<file path="src/rtl/core/psd_pkg.sv">
`default_nettype none
package psd_pkg;

  // Field widths
  localparam int unsigned SYM_W     = 8;
  localparam int unsigned COORD_W   = 64;
  localparam int unsigned PAYLOAD_W = 5;
  localparam int unsigned CHUNK_W   = 6;

  // Chunk limit: default and the largest supported value
  localparam int unsigned MAX_CHUNKS_DEF = 12;
  localparam int unsigned MAX_CHUNKS_LIM = 12;

  // Widest gathered number, sized for the largest chunk limit
  localparam int unsigned NUM_W = PAYLOAD_W * MAX_CHUNKS_LIM;

  // Valid character range and chunk continuation flag
  localparam logic [SYM_W-1:0] SYM_LOW  = 8'd63;
  localparam logic [SYM_W-1:0] SYM_HIGH = 8'd126;
  localparam int unsigned      CONT_BIT = 5;

  // Command queue depth
  localparam int unsigned FIFO_DEPTH = 2;

  // Result status codes
  typedef enum logic [1:0] {
    STATUS_PAIR     = 2'd0,
    STATUS_BAD_SYM  = 2'd1,
    STATUS_TOO_LONG = 2'd2
  } status_t;

  // Command from the front end to the back end
  typedef struct packed {
    logic             clear;    // zero both sums before acting
    logic             is_err;   // error report, no accumulation
    status_t          status;   // error kind when is_err
    logic [SYM_W-1:0] bad_sym;  // offending character for a bad symbol
    logic             sel;      // 0 = latitude, 1 = longitude
    logic [NUM_W-1:0] num;      // gathered number, still zigzag coded
  } cmd_t;

endpackage
`default_nettype wire

</file>
<file path="src/rtl/core/psd_in_if.sv">
`default_nettype none
interface psd_in_if;
  import psd_pkg::*;

  logic             valid;
  logic             ready;
  logic [SYM_W-1:0] symbol;
  logic             first;

  modport source (output valid, output symbol, output first, input ready);
  modport sink   (input valid, input symbol, input first, output ready);

endinterface
`default_nettype wire

</file>
<file path="src/rtl/core/psd_out_if.sv">
`default_nettype none
interface psd_out_if;
  import psd_pkg::*;

  logic                      valid;
  logic                      ready;
  logic [1:0]                status;
  logic signed [COORD_W-1:0] lat_value;
  logic signed [COORD_W-1:0] lng_value;
  logic [SYM_W-1:0]          bad_symbol;

  modport source (output valid, output status, output lat_value, output lng_value,
                  output bad_symbol, input ready);
  modport sink   (input valid, input status, input lat_value, input lng_value,
                  input bad_symbol, output ready);

endinterface
`default_nettype wire

</file>
<file path="src/rtl/core/psd_front.sv">
`default_nettype none
module psd_front #(
  parameter int unsigned MAX_CHUNKS = psd_pkg::MAX_CHUNKS_DEF
) (
  input  wire logic                     clk,
  input  wire logic                     rst_n,
  input  wire logic                     in_valid,
  output logic                          in_ready,
  input  wire logic [psd_pkg::SYM_W-1:0] in_symbol,
  input  wire logic                     in_first,
  input  wire logic                     q_full,
  output logic                          q_push,
  output psd_pkg::cmd_t                 q_cmd
);
  import psd_pkg::*;

  localparam int unsigned CNT_W = $clog2(MAX_CHUNKS + 1);

  logic             failed_r, failed_nxt;
  logic             sel_r, sel_nxt;
  logic             clr_pend_r, clr_pend_nxt;
  logic [CNT_W-1:0] cnt_r, cnt_nxt;
  logic [NUM_W-1:0] part_r, part_nxt;

  logic             accept;
  logic             eff_failed;
  logic             eff_sel;
  logic [CNT_W-1:0] eff_cnt;
  logic [NUM_W-1:0] eff_part;
  logic [NUM_W-1:0] ins;
  logic [CHUNK_W-1:0] chunk;
  logic             sym_ok;

  assign in_ready = !q_full;
  assign accept   = in_valid && in_ready;

  // A new string wipes the decoding state before this symbol
  assign eff_failed = in_first ? 1'b0 : failed_r;
  assign eff_sel    = in_first ? 1'b0 : sel_r;
  assign eff_cnt    = in_first ? '0 : cnt_r;
  assign eff_part   = in_first ? '0 : part_r;

  assign sym_ok = (in_symbol >= SYM_LOW) && (in_symbol <= SYM_HIGH);
  assign chunk  = CHUNK_W'(in_symbol - SYM_LOW);

  // Place the payload in the lane picked by the chunk count
  always_comb begin
    ins = '0;
    for (int i = 0; i < int'(MAX_CHUNKS); i++) begin
      if (eff_cnt == CNT_W'(i)) begin
        ins[i*PAYLOAD_W +: PAYLOAD_W] = chunk[PAYLOAD_W-1:0];
      end
    end
  end

  // Classify the symbol and build the command
  always_comb begin
    failed_nxt   = failed_r;
    sel_nxt      = sel_r;
    cnt_nxt      = cnt_r;
    part_nxt     = part_r;
    clr_pend_nxt = clr_pend_r;
    q_push       = 1'b0;
    q_cmd.clear   = clr_pend_r || in_first;
    q_cmd.is_err  = 1'b0;
    q_cmd.status  = STATUS_PAIR;
    q_cmd.bad_sym = '0;
    q_cmd.sel     = eff_sel;
    q_cmd.num     = eff_part | ins;
    if (accept) begin
      failed_nxt   = eff_failed;
      sel_nxt      = eff_sel;
      cnt_nxt      = eff_cnt;
      part_nxt     = eff_part;
      clr_pend_nxt = clr_pend_r || in_first;
      if (!eff_failed) begin
        if (!sym_ok) begin
          q_push        = 1'b1;
          q_cmd.is_err  = 1'b1;
          q_cmd.status  = STATUS_BAD_SYM;
          q_cmd.bad_sym = in_symbol;
          failed_nxt    = 1'b1;
        end else if (eff_cnt >= CNT_W'(MAX_CHUNKS)) begin
          q_push       = 1'b1;
          q_cmd.is_err = 1'b1;
          q_cmd.status = STATUS_TOO_LONG;
          failed_nxt   = 1'b1;
        end else if (chunk[CONT_BIT]) begin
          cnt_nxt  = eff_cnt + CNT_W'(1);
          part_nxt = eff_part | ins;
        end else begin
          q_push   = 1'b1;
          cnt_nxt  = '0;
          part_nxt = '0;
          sel_nxt  = !eff_sel;
        end
      end
      // The pending clear rides on the first command pushed
      if (q_push) begin
        clr_pend_nxt = 1'b0;
      end
    end
  end

  always_ff @(posedge clk) begin
    if (!rst_n) begin
      failed_r   <= 1'b0;
      sel_r      <= 1'b0;
      cnt_r      <= '0;
      part_r     <= '0;
      clr_pend_r <= 1'b0;
    end else begin
      failed_r   <= failed_nxt;
      sel_r      <= sel_nxt;
      cnt_r      <= cnt_nxt;
      part_r     <= part_nxt;
      clr_pend_r <= clr_pend_nxt;
    end
  end

endmodule
`default_nettype wire

</file>
<file path="src/rtl/core/psd_fifo.sv">
`default_nettype none
module psd_fifo (
  input  wire logic          clk,
  input  wire logic          rst_n,
  input  wire logic          push,
  input  wire psd_pkg::cmd_t push_cmd,
  output logic               full,
  input  wire logic          pop,
  output logic               empty,
  output psd_pkg::cmd_t      pop_cmd
);
  import psd_pkg::*;

  localparam int unsigned PTR_W = $clog2(FIFO_DEPTH);
  localparam int unsigned CNT_W = $clog2(FIFO_DEPTH + 1);

  cmd_t             mem_r [FIFO_DEPTH];
  logic [PTR_W-1:0] wr_ptr_r, wr_ptr_nxt;
  logic [PTR_W-1:0] rd_ptr_r, rd_ptr_nxt;
  logic [CNT_W-1:0] cnt_r, cnt_nxt;

  assign full    = (cnt_r == CNT_W'(FIFO_DEPTH));
  assign empty   = (cnt_r == '0);
  assign pop_cmd = mem_r[rd_ptr_r];

  // Pointer and fill count update
  always_comb begin
    wr_ptr_nxt = wr_ptr_r;
    rd_ptr_nxt = rd_ptr_r;
    cnt_nxt    = cnt_r;
    if (push) begin
      wr_ptr_nxt = (wr_ptr_r == PTR_W'(FIFO_DEPTH - 1)) ? '0 : wr_ptr_r + PTR_W'(1);
    end
    if (pop) begin
      rd_ptr_nxt = (rd_ptr_r == PTR_W'(FIFO_DEPTH - 1)) ? '0 : rd_ptr_r + PTR_W'(1);
    end
    if (push && !pop) begin
      cnt_nxt = cnt_r + CNT_W'(1);
    end else if (pop && !push) begin
      cnt_nxt = cnt_r - CNT_W'(1);
    end
  end

  always_ff @(posedge clk) begin
    if (!rst_n) begin
      wr_ptr_r <= '0;
      rd_ptr_r <= '0;
      cnt_r    <= '0;
    end else begin
      wr_ptr_r <= wr_ptr_nxt;
      rd_ptr_r <= rd_ptr_nxt;
      cnt_r    <= cnt_nxt;
    end
  end

  // Entry storage
  always_ff @(posedge clk) begin
    if (push) begin
      mem_r[wr_ptr_r] <= push_cmd;
    end
  end

endmodule
`default_nettype wire

</file>
<file path="src/rtl/core/psd_back.sv">
`default_nettype none
module psd_back (
  input  wire logic          clk,
  input  wire logic          rst_n,
  input  wire logic          q_empty,
  input  wire psd_pkg::cmd_t q_cmd,
  output logic               q_pop,
  psd_out_if.source          out_ch
);
  import psd_pkg::*;

  logic [COORD_W-1:0] lat_r, lat_nxt;
  logic [COORD_W-1:0] lng_r, lng_nxt;
  logic               out_valid_r, out_valid_nxt;
  status_t            out_status_r, out_status_nxt;
  logic [COORD_W-1:0] out_lat_r, out_lat_nxt;
  logic [COORD_W-1:0] out_lng_r, out_lng_nxt;
  logic [SYM_W-1:0]   out_bad_r, out_bad_nxt;

  logic [COORD_W-1:0] num_ext;
  logic [COORD_W-1:0] delta;
  logic [COORD_W-1:0] base_lat, base_lng;
  logic [COORD_W-1:0] sum_in, sum_out;

  // Take a command whenever the output register is free or draining
  assign q_pop = !q_empty && (!out_valid_r || out_ch.ready);

  // Zigzag decode
  assign num_ext = COORD_W'(q_cmd.num);
  assign delta   = num_ext[0] ? ~(num_ext >> 1) : (num_ext >> 1);

  assign base_lat = q_cmd.clear ? '0 : lat_r;
  assign base_lng = q_cmd.clear ? '0 : lng_r;
  assign sum_in   = q_cmd.sel ? base_lng : base_lat;
  assign sum_out  = sum_in + delta;

  // Accumulate and load the output register
  always_comb begin
    lat_nxt        = lat_r;
    lng_nxt        = lng_r;
    out_valid_nxt  = out_valid_r && !out_ch.ready;
    out_status_nxt = out_status_r;
    out_lat_nxt    = out_lat_r;
    out_lng_nxt    = out_lng_r;
    out_bad_nxt    = out_bad_r;
    if (q_pop) begin
      lat_nxt = base_lat;
      lng_nxt = base_lng;
      if (q_cmd.is_err) begin
        out_valid_nxt  = 1'b1;
        out_status_nxt = q_cmd.status;
        out_lat_nxt    = '0;
        out_lng_nxt    = '0;
        out_bad_nxt    = q_cmd.bad_sym;
      end else if (q_cmd.sel) begin
        lng_nxt        = sum_out;
        out_valid_nxt  = 1'b1;
        out_status_nxt = STATUS_PAIR;
        out_lat_nxt    = base_lat;
        out_lng_nxt    = sum_out;
        out_bad_nxt    = '0;
      end else begin
        lat_nxt = sum_out;
      end
    end
  end

  always_ff @(posedge clk) begin
    if (!rst_n) begin
      lat_r       <= '0;
      lng_r       <= '0;
      out_valid_r <= 1'b0;
    end else begin
      lat_r       <= lat_nxt;
      lng_r       <= lng_nxt;
      out_valid_r <= out_valid_nxt;
    end
  end

  // Result payload
  always_ff @(posedge clk) begin
    out_status_r <= out_status_nxt;
    out_lat_r    <= out_lat_nxt;
    out_lng_r    <= out_lng_nxt;
    out_bad_r    <= out_bad_nxt;
  end

  assign out_ch.valid      = out_valid_r;
  assign out_ch.status     = out_status_r;
  assign out_ch.lat_value  = signed'(out_lat_r);
  assign out_ch.lng_value  = signed'(out_lng_r);
  assign out_ch.bad_symbol = out_bad_r;

endmodule
`default_nettype wire

</file>
<file path="src/rtl/core/polyline_stream_decoder_unit.sv">
// Encoded polyline decoder.
// in_ch takes one character per transaction (symbol, first). Set first on
// the opening character of a string; it clears the running sums and any
// partial number before the character is decoded.
// out_ch gives one transaction per decoded longitude (status pair, both
// running sums as 64-bit scaled integers) and one per error (bad character
// or a number longer than MAX_CHUNKS chunks). After an error the block drops
// characters without result until the next one with first set.
// Throughput: one character per cycle while the command queue is not full.
// The front end decodes each character combinationally; the back end does the
// zigzag decode and one 64-bit add per cycle into the output register, while
// that register is free or draining. A result goes from the front end through
// the two-entry command queue into the output register.
// When the receiver stalls, the output register holds and the queue fills;
// in_ch.ready drops only once the queue is full.
// Reset clears all decoding state; the block accepts characters as soon as
// reset is released.
`default_nettype none
module polyline_stream_decoder_unit #(
  parameter int unsigned MAX_CHUNKS = psd_pkg::MAX_CHUNKS_DEF
) (
  input  wire logic clk,
  input  wire logic rst_n,
  psd_in_if.sink    in_ch,
  psd_out_if.source out_ch
);
  import psd_pkg::*;

  cmd_t front_cmd;
  cmd_t back_cmd;
  logic q_push;
  logic q_pop;
  logic q_full;
  logic q_empty;

  psd_front #(
    .MAX_CHUNKS(MAX_CHUNKS)
  ) u_front (
    .clk      (clk),
    .rst_n    (rst_n),
    .in_valid (in_ch.valid),
    .in_ready (in_ch.ready),
    .in_symbol(in_ch.symbol),
    .in_first (in_ch.first),
    .q_full   (q_full),
    .q_push   (q_push),
    .q_cmd    (front_cmd)
  );

  psd_fifo u_fifo (
    .clk     (clk),
    .rst_n   (rst_n),
    .push    (q_push),
    .push_cmd(front_cmd),
    .full    (q_full),
    .pop     (q_pop),
    .empty   (q_empty),
    .pop_cmd (back_cmd)
  );

  psd_back u_back (
    .clk    (clk),
    .rst_n  (rst_n),
    .q_empty(q_empty),
    .q_cmd  (back_cmd),
    .q_pop  (q_pop),
    .out_ch (out_ch)
  );

endmodule
`default_nettype wire

</file>
<file path="src/flat_wrapper.sv">
// flat-port wrapper written by rule: the top's interface ports become plain ports
module polyline_stream_decoder_unit_flat import psd_pkg::*;
#(
  parameter int unsigned MAX_CHUNKS = psd_pkg::MAX_CHUNKS_DEF
)
  (clk, rst_n, in_ch_valid, in_ch_symbol, in_ch_first, in_ch_ready, out_ch_valid, out_ch_status, out_ch_lat_value, out_ch_lng_value, out_ch_bad_symbol, out_ch_ready);
  psd_in_if in_ch_i ();
  psd_out_if out_ch_i ();
  input  wire logic clk;
  input  wire logic rst_n;
  input wire logic [$bits(in_ch_i.valid)-1:0] in_ch_valid;
  input wire logic [$bits(in_ch_i.symbol)-1:0] in_ch_symbol;
  input wire logic [$bits(in_ch_i.first)-1:0] in_ch_first;
  output wire logic [$bits(in_ch_i.ready)-1:0] in_ch_ready;
  output wire logic [$bits(out_ch_i.valid)-1:0] out_ch_valid;
  output wire logic [$bits(out_ch_i.status)-1:0] out_ch_status;
  output wire logic [$bits(out_ch_i.lat_value)-1:0] out_ch_lat_value;
  output wire logic [$bits(out_ch_i.lng_value)-1:0] out_ch_lng_value;
  output wire logic [$bits(out_ch_i.bad_symbol)-1:0] out_ch_bad_symbol;
  input wire logic [$bits(out_ch_i.ready)-1:0] out_ch_ready;
  assign in_ch_i.valid = in_ch_valid;
  assign in_ch_i.symbol = in_ch_symbol;
  assign in_ch_i.first = in_ch_first;
  assign in_ch_ready = in_ch_i.ready;
  assign out_ch_valid = out_ch_i.valid;
  assign out_ch_status = out_ch_i.status;
  assign out_ch_lat_value = out_ch_i.lat_value;
  assign out_ch_lng_value = out_ch_i.lng_value;
  assign out_ch_bad_symbol = out_ch_i.bad_symbol;
  assign out_ch_i.ready = out_ch_ready;
  polyline_stream_decoder_unit #(.MAX_CHUNKS(MAX_CHUNKS)) u_core (.clk(clk), .rst_n(rst_n), .in_ch(in_ch_i), .out_ch(out_ch_i));
endmodule
</file>
<file path="config.mk">
export PLATFORM = sky130hd
export DESIGN_NAME = polyline_stream_decoder_unit_flat
export DESIGN_NICKNAME = d
export VERILOG_FILES = /design/src/rtl/core/psd_pkg.sv /design/src/rtl/core/psd_in_if.sv /design/src/rtl/core/psd_out_if.sv /design/src/rtl/core/psd_front.sv /design/src/rtl/core/psd_fifo.sv /design/src/rtl/core/psd_back.sv /design/src/rtl/core/polyline_stream_decoder_unit.sv /design/src/flat_wrapper.sv
export SDC_FILE = /design/constraint.sdc
export NUM_CORES = 1
export LEC_CHECK = 0
export BUFFER_PORTS_ARGS = -buffer_cell sky130_fd_sc_hd__clkbuf_2
export CORE_ASPECT_RATIO = 0.9
export CORE_MARGIN = 2
export CORE_UTILIZATION = 61
export CTS_BUF_LIST = sky130_fd_sc_hd__clkbuf_4 sky130_fd_sc_hd__clkbuf_8
export CTS_CLUSTER_SIZE = 40
export DETAILED_ROUTE_END_ITERATION = 7
export GPL_TIMING_DRIVEN = 0
export PLACE_DENSITY = 0.8
export SETUP_SLACK_MARGIN = 0.4
export SLEW_MARGIN = 10
export SYNTH_ARGS = -nofsm -noshare
export SYNTH_HDL_FRONTEND = slang
export SYNTH_SLANG_ARGS = --single-unit
</file>
<file path="constraint.sdc">
create_clock -name clk -period 8.75 [get_ports clk]
set_input_delay 0.875 -clock clk [delete_from_list [all_inputs] [get_ports clk]]
set_output_delay 0.875 -clock clk [all_outputs]
set_load 0.05 [all_outputs]
</file>
==> metrics.md <==
| Metric | Value |
|---|---|
| Power per Cell Area | `370 nW/um^2` |
| Worst setup margin | `3.15 ns` |
| Via Count | `19000` |
| Hold Fails Final Rpt | `0` |
| Pre-CTS WS | `3.29 ns` |
| Outcome | `finished clean` |
| CTS H-tree depth | `3` |
| P&R area growth vs syn | `13.6%` |
| Drt drc | `0` |
| Worst-Margin Slew | `1.09 ns` |
| Post-synthesis compound-gate area fraction | `17.1%` |
| Fin. max-slew vios | `0` |
| Total track usage | `32.2%` |
| Largest net degree at the start of global routing | `64` |
| Routed vias/inst | `6.16` |
| Relative slew margins | `27.4%` |
| Post-synth cell types | `74` |
| Sequential fraction of the synthesis area | `53.5%` |
| Post-Syn Area | `23500 um^2` |
| Crit end category | `flip-flop` |
| Gpl congestion | `0.953` |
| Core box area | `38100 um^2` |
| CP arrival | `5.98 ns` |
| Crit-path max FO | `10` |
| Syn Nets | `2375` |
| Period utilization | `64.0%` |
| Router iterations before antenna repair | `6` |
| Max cap viols | `0` |
| Setup-failing EPs final | `0` |
| Clk slew on worst S/H paths | `0.07 ns` |
| DIE WIDTH | `211 um` |
| Fraction of registers with async set/reset | `0%` |
| Final ANT Viol Nets | `0` |
| Post-Synth Adder-Cell Area | `3.82%` |
| Crit path required time | `9.13 ns` |
| Leakage | `0.0102 uW` |
| Simple-gate portion of the synthesized area | `14.1%` |
| Synthesized instance count | `2291` |
| Grt ovf | `0` |
| I/O pin count | `153` |
| Antenna diodes | `0` |
| Top cells by area, synth | `edfxtp_1, dfxtp_1, a21oi_1` |
| CTS Hold Buffers Added | `0` |
| Later-pin clock latency in the skew report | `0.65 ns` |
| Rows | `68` |
| Post-CTS Resized | `0` |
| CTS root buf | `clkbuf_8` |
| Wire per inst | `21.3 um` |
| Post-synthesis mux area share | `3.30%` |
| Fin Setup TNS | `0 ns` |
| Post-synth EDFFs | `284` |
| CTS tree | `built` |
| Post-CTS Setup Repair Bufs | `0` |
| Layout Nets | `2612` |
| FF+latch count, synth | `485` |
| Xor and xnor area share after synthesis | `4.51%` |
| Worst Hold Class | `reg2reg` |
| Maximum vdd drop | `0.000269 V` |
| Maximum clock rate | `0.179 GHz` |
| Fraction of layout cells with a size suffix above 1 | `12.9%` |
| Worst clock skew | `0.0389 ns` |
| Vias in the first global route | `17500` |
| Crit path time final | `5.60 ns` |
| First-pass GRT wire length | `98900 um` |
| Die ar. | `40100 um^2` |
| I/O Buffers | `152` |
| Total CTS buffers | `76` |
| Syn_area_per_cell | `10.2 um^2` |
| Final WL | `65400 um` |
| Initial Util | `61.6%` |
| Yosys top cell by area | `edfxtp_1` |
| Initial drt markers | `2460` |
| Top FF cell, synth | `edfxtp_1` |
| Setup repair after global routing missed its margin | `no` |
| Critical path launch point type | `flip-flop` |
| CP Class | `reg2reg` |
| Initial antenna violation count | `0` |
| Max clock buf depth | `3` |
| Num Clock Sinks | `485` |
| Largest family of logic cells by synthesized area | `compound AO/OA/AOI/OAI gates` |
| Warnings from Yosys | `0` |
| Height of the die | `190 um` |
| Yosys top cell area share | `36.3%` |
| Post-DP HPWL | `48700 um` |
[cell usage after synthesis, drive strengths merged, types with 10 or more instances]
library cell / n
mux2i: 74
a21oi: 204
ha: 70
and2: 126
nand4: 22
nand3: 29
and3: 17
dfxtp: 201
inv: 85
clkbuf: 110
a22o: 52
nand2: 230
a32o: 10
nor2b: 12
a22oi: 82
xnor2: 41
nor3: 20
edfxtp: 284
xor2: 80
buf: 33
o21ai: 59
a21o: 44
nand2b: 10
nor2: 206
a211oi: 14
o22ai: 60
o21bai: 13
[cell type report]
| type | instances | area [um^2] |
|---|---|---|
| buffer | 143 | 554 |
| inverter | 85 | 319 |
| tap | 490 | 613 |
| fill | 2873 | 11500 |
| sequential | 485 | 12600 |
| clock inverter | 16 | 176 |
| clock buffer | 122 | 1470 |
| timing repair buffer | 159 | 908 |
| multi-input combinational | 1578 | 10100 |
[stage by stage]
step           util, %  total power [uW]  instance area (um^2)  hold WS [ns]  cells
2_1_floorplan        -              6550                 23500         0.415   2291
3_3_place_gp      65.2              7710                 24800         0.434   2933
3_5_place_dp      65.6              7770                 25000         0.443   2940
4_1_cts           70.0              9820                 26700         0.454   3078
5_1_grt           70.0             10300                 26700         0.490   3078
6_report          70.0              9880                 26700         0.457   3078
[per-layer routing]
| metal | GRT usage (%) | wire [um] |
|---|---|---|
| met2 | 49.3 | 29000 |
| met3 | 5.98 | 6240 |
| met5 | 0 | 0 |
| met1 | 46.1 | 28200 |
| met4 | 11.6 | 2000 |
[kinds of logic after synthesis]
kind of cell	count (synthesis)
compound gates	604
mux	77
simple gates	705
buf+inv	228
xor+xnor	121
fa+ha+maj	71
flops	485
[state kept, by name, summed over array words and instances (netlist names), 2 cells and up, named ones only]
| signal | flops |
|---|---|
| u_core.u_back.out_ch.lng_value | 64 |
| u_core.u_front.cnt_r | 4 |
| u_core.u_back.lat_r | 64 |
| u_core.u_front.part_r | 60 |
| u_core.u_back.out_ch.bad_symbol | 8 |
| u_core.u_fifo.mem_r | 146 |
| u_core.u_back.out_ch.lat_value | 64 |
| u_core.u_back.lng_r | 64 |
| u_core.u_back.out_ch.status | 2 |
| u_core.u_fifo.cnt_r | 2 |
[layout by cell type, fill, tap and decap left out, drive strengths merged, types with 40 or more instances in the layout]
cell	netlist	routed
a21oi	204	204
o21ai	59	59
a21o	44	44
xnor2	41	41
nand2	230	230
edfxtp	284	284
a22oi	82	82
ha	70	70
nor2	206	206
xor2	80	80
buf	33	40
clkbuf	110	384
inv	85	85
a22o	52	52
mux2i	74	74
and2	126	126
o22ai	60	60
dfxtp	201	201
[power breakdown]
part | total (uW) | switching [uW] | internal [uW]
Combinational | 4510 | 3360 | 1150
Sequential | 3310 | 215 | 3100
Clock | 2060 | 879 | 1180
Total | 9880 | 4450 | 5430
[worst max-delay path: stages, from the launching register on]
cell      delay [ns]
dfxtp_1         0.42
buf_2           0.31
mux2i_1         0.21
clkbuf_1        0.45
buf_1           0.59
xor2_1          0.41
ha_1            0.33
fa_1            0.24
nand3_1         0.13
a32oi_2         0.37
a311o_1         0.34
nand4_2         0.19
a21oi_2         0.29
o21ai_4         0.14
a211oi_4        0.45
o21ai_0         0.23
and3_1          0.24
[final timing paths]
path	start	endpoint	slack [ns]	cells past startpoint
worst max-delay path	flip-flop	u_core.u_back.out_ch.lng_value[54]	3.15	16
worst min-delay path	u_core.u_back.lng_r[28]	u_core.u_back.lng_r[28]	0.46	2
worst max register to register	flip-flop	u_core.u_back.out_ch.lng_value[54]	3.15	16
worst min register to register	u_core.u_back.lng_r[28]	u_core.u_back.lng_r[28]	0.46	2
Power figures use the tool's default switching activity.
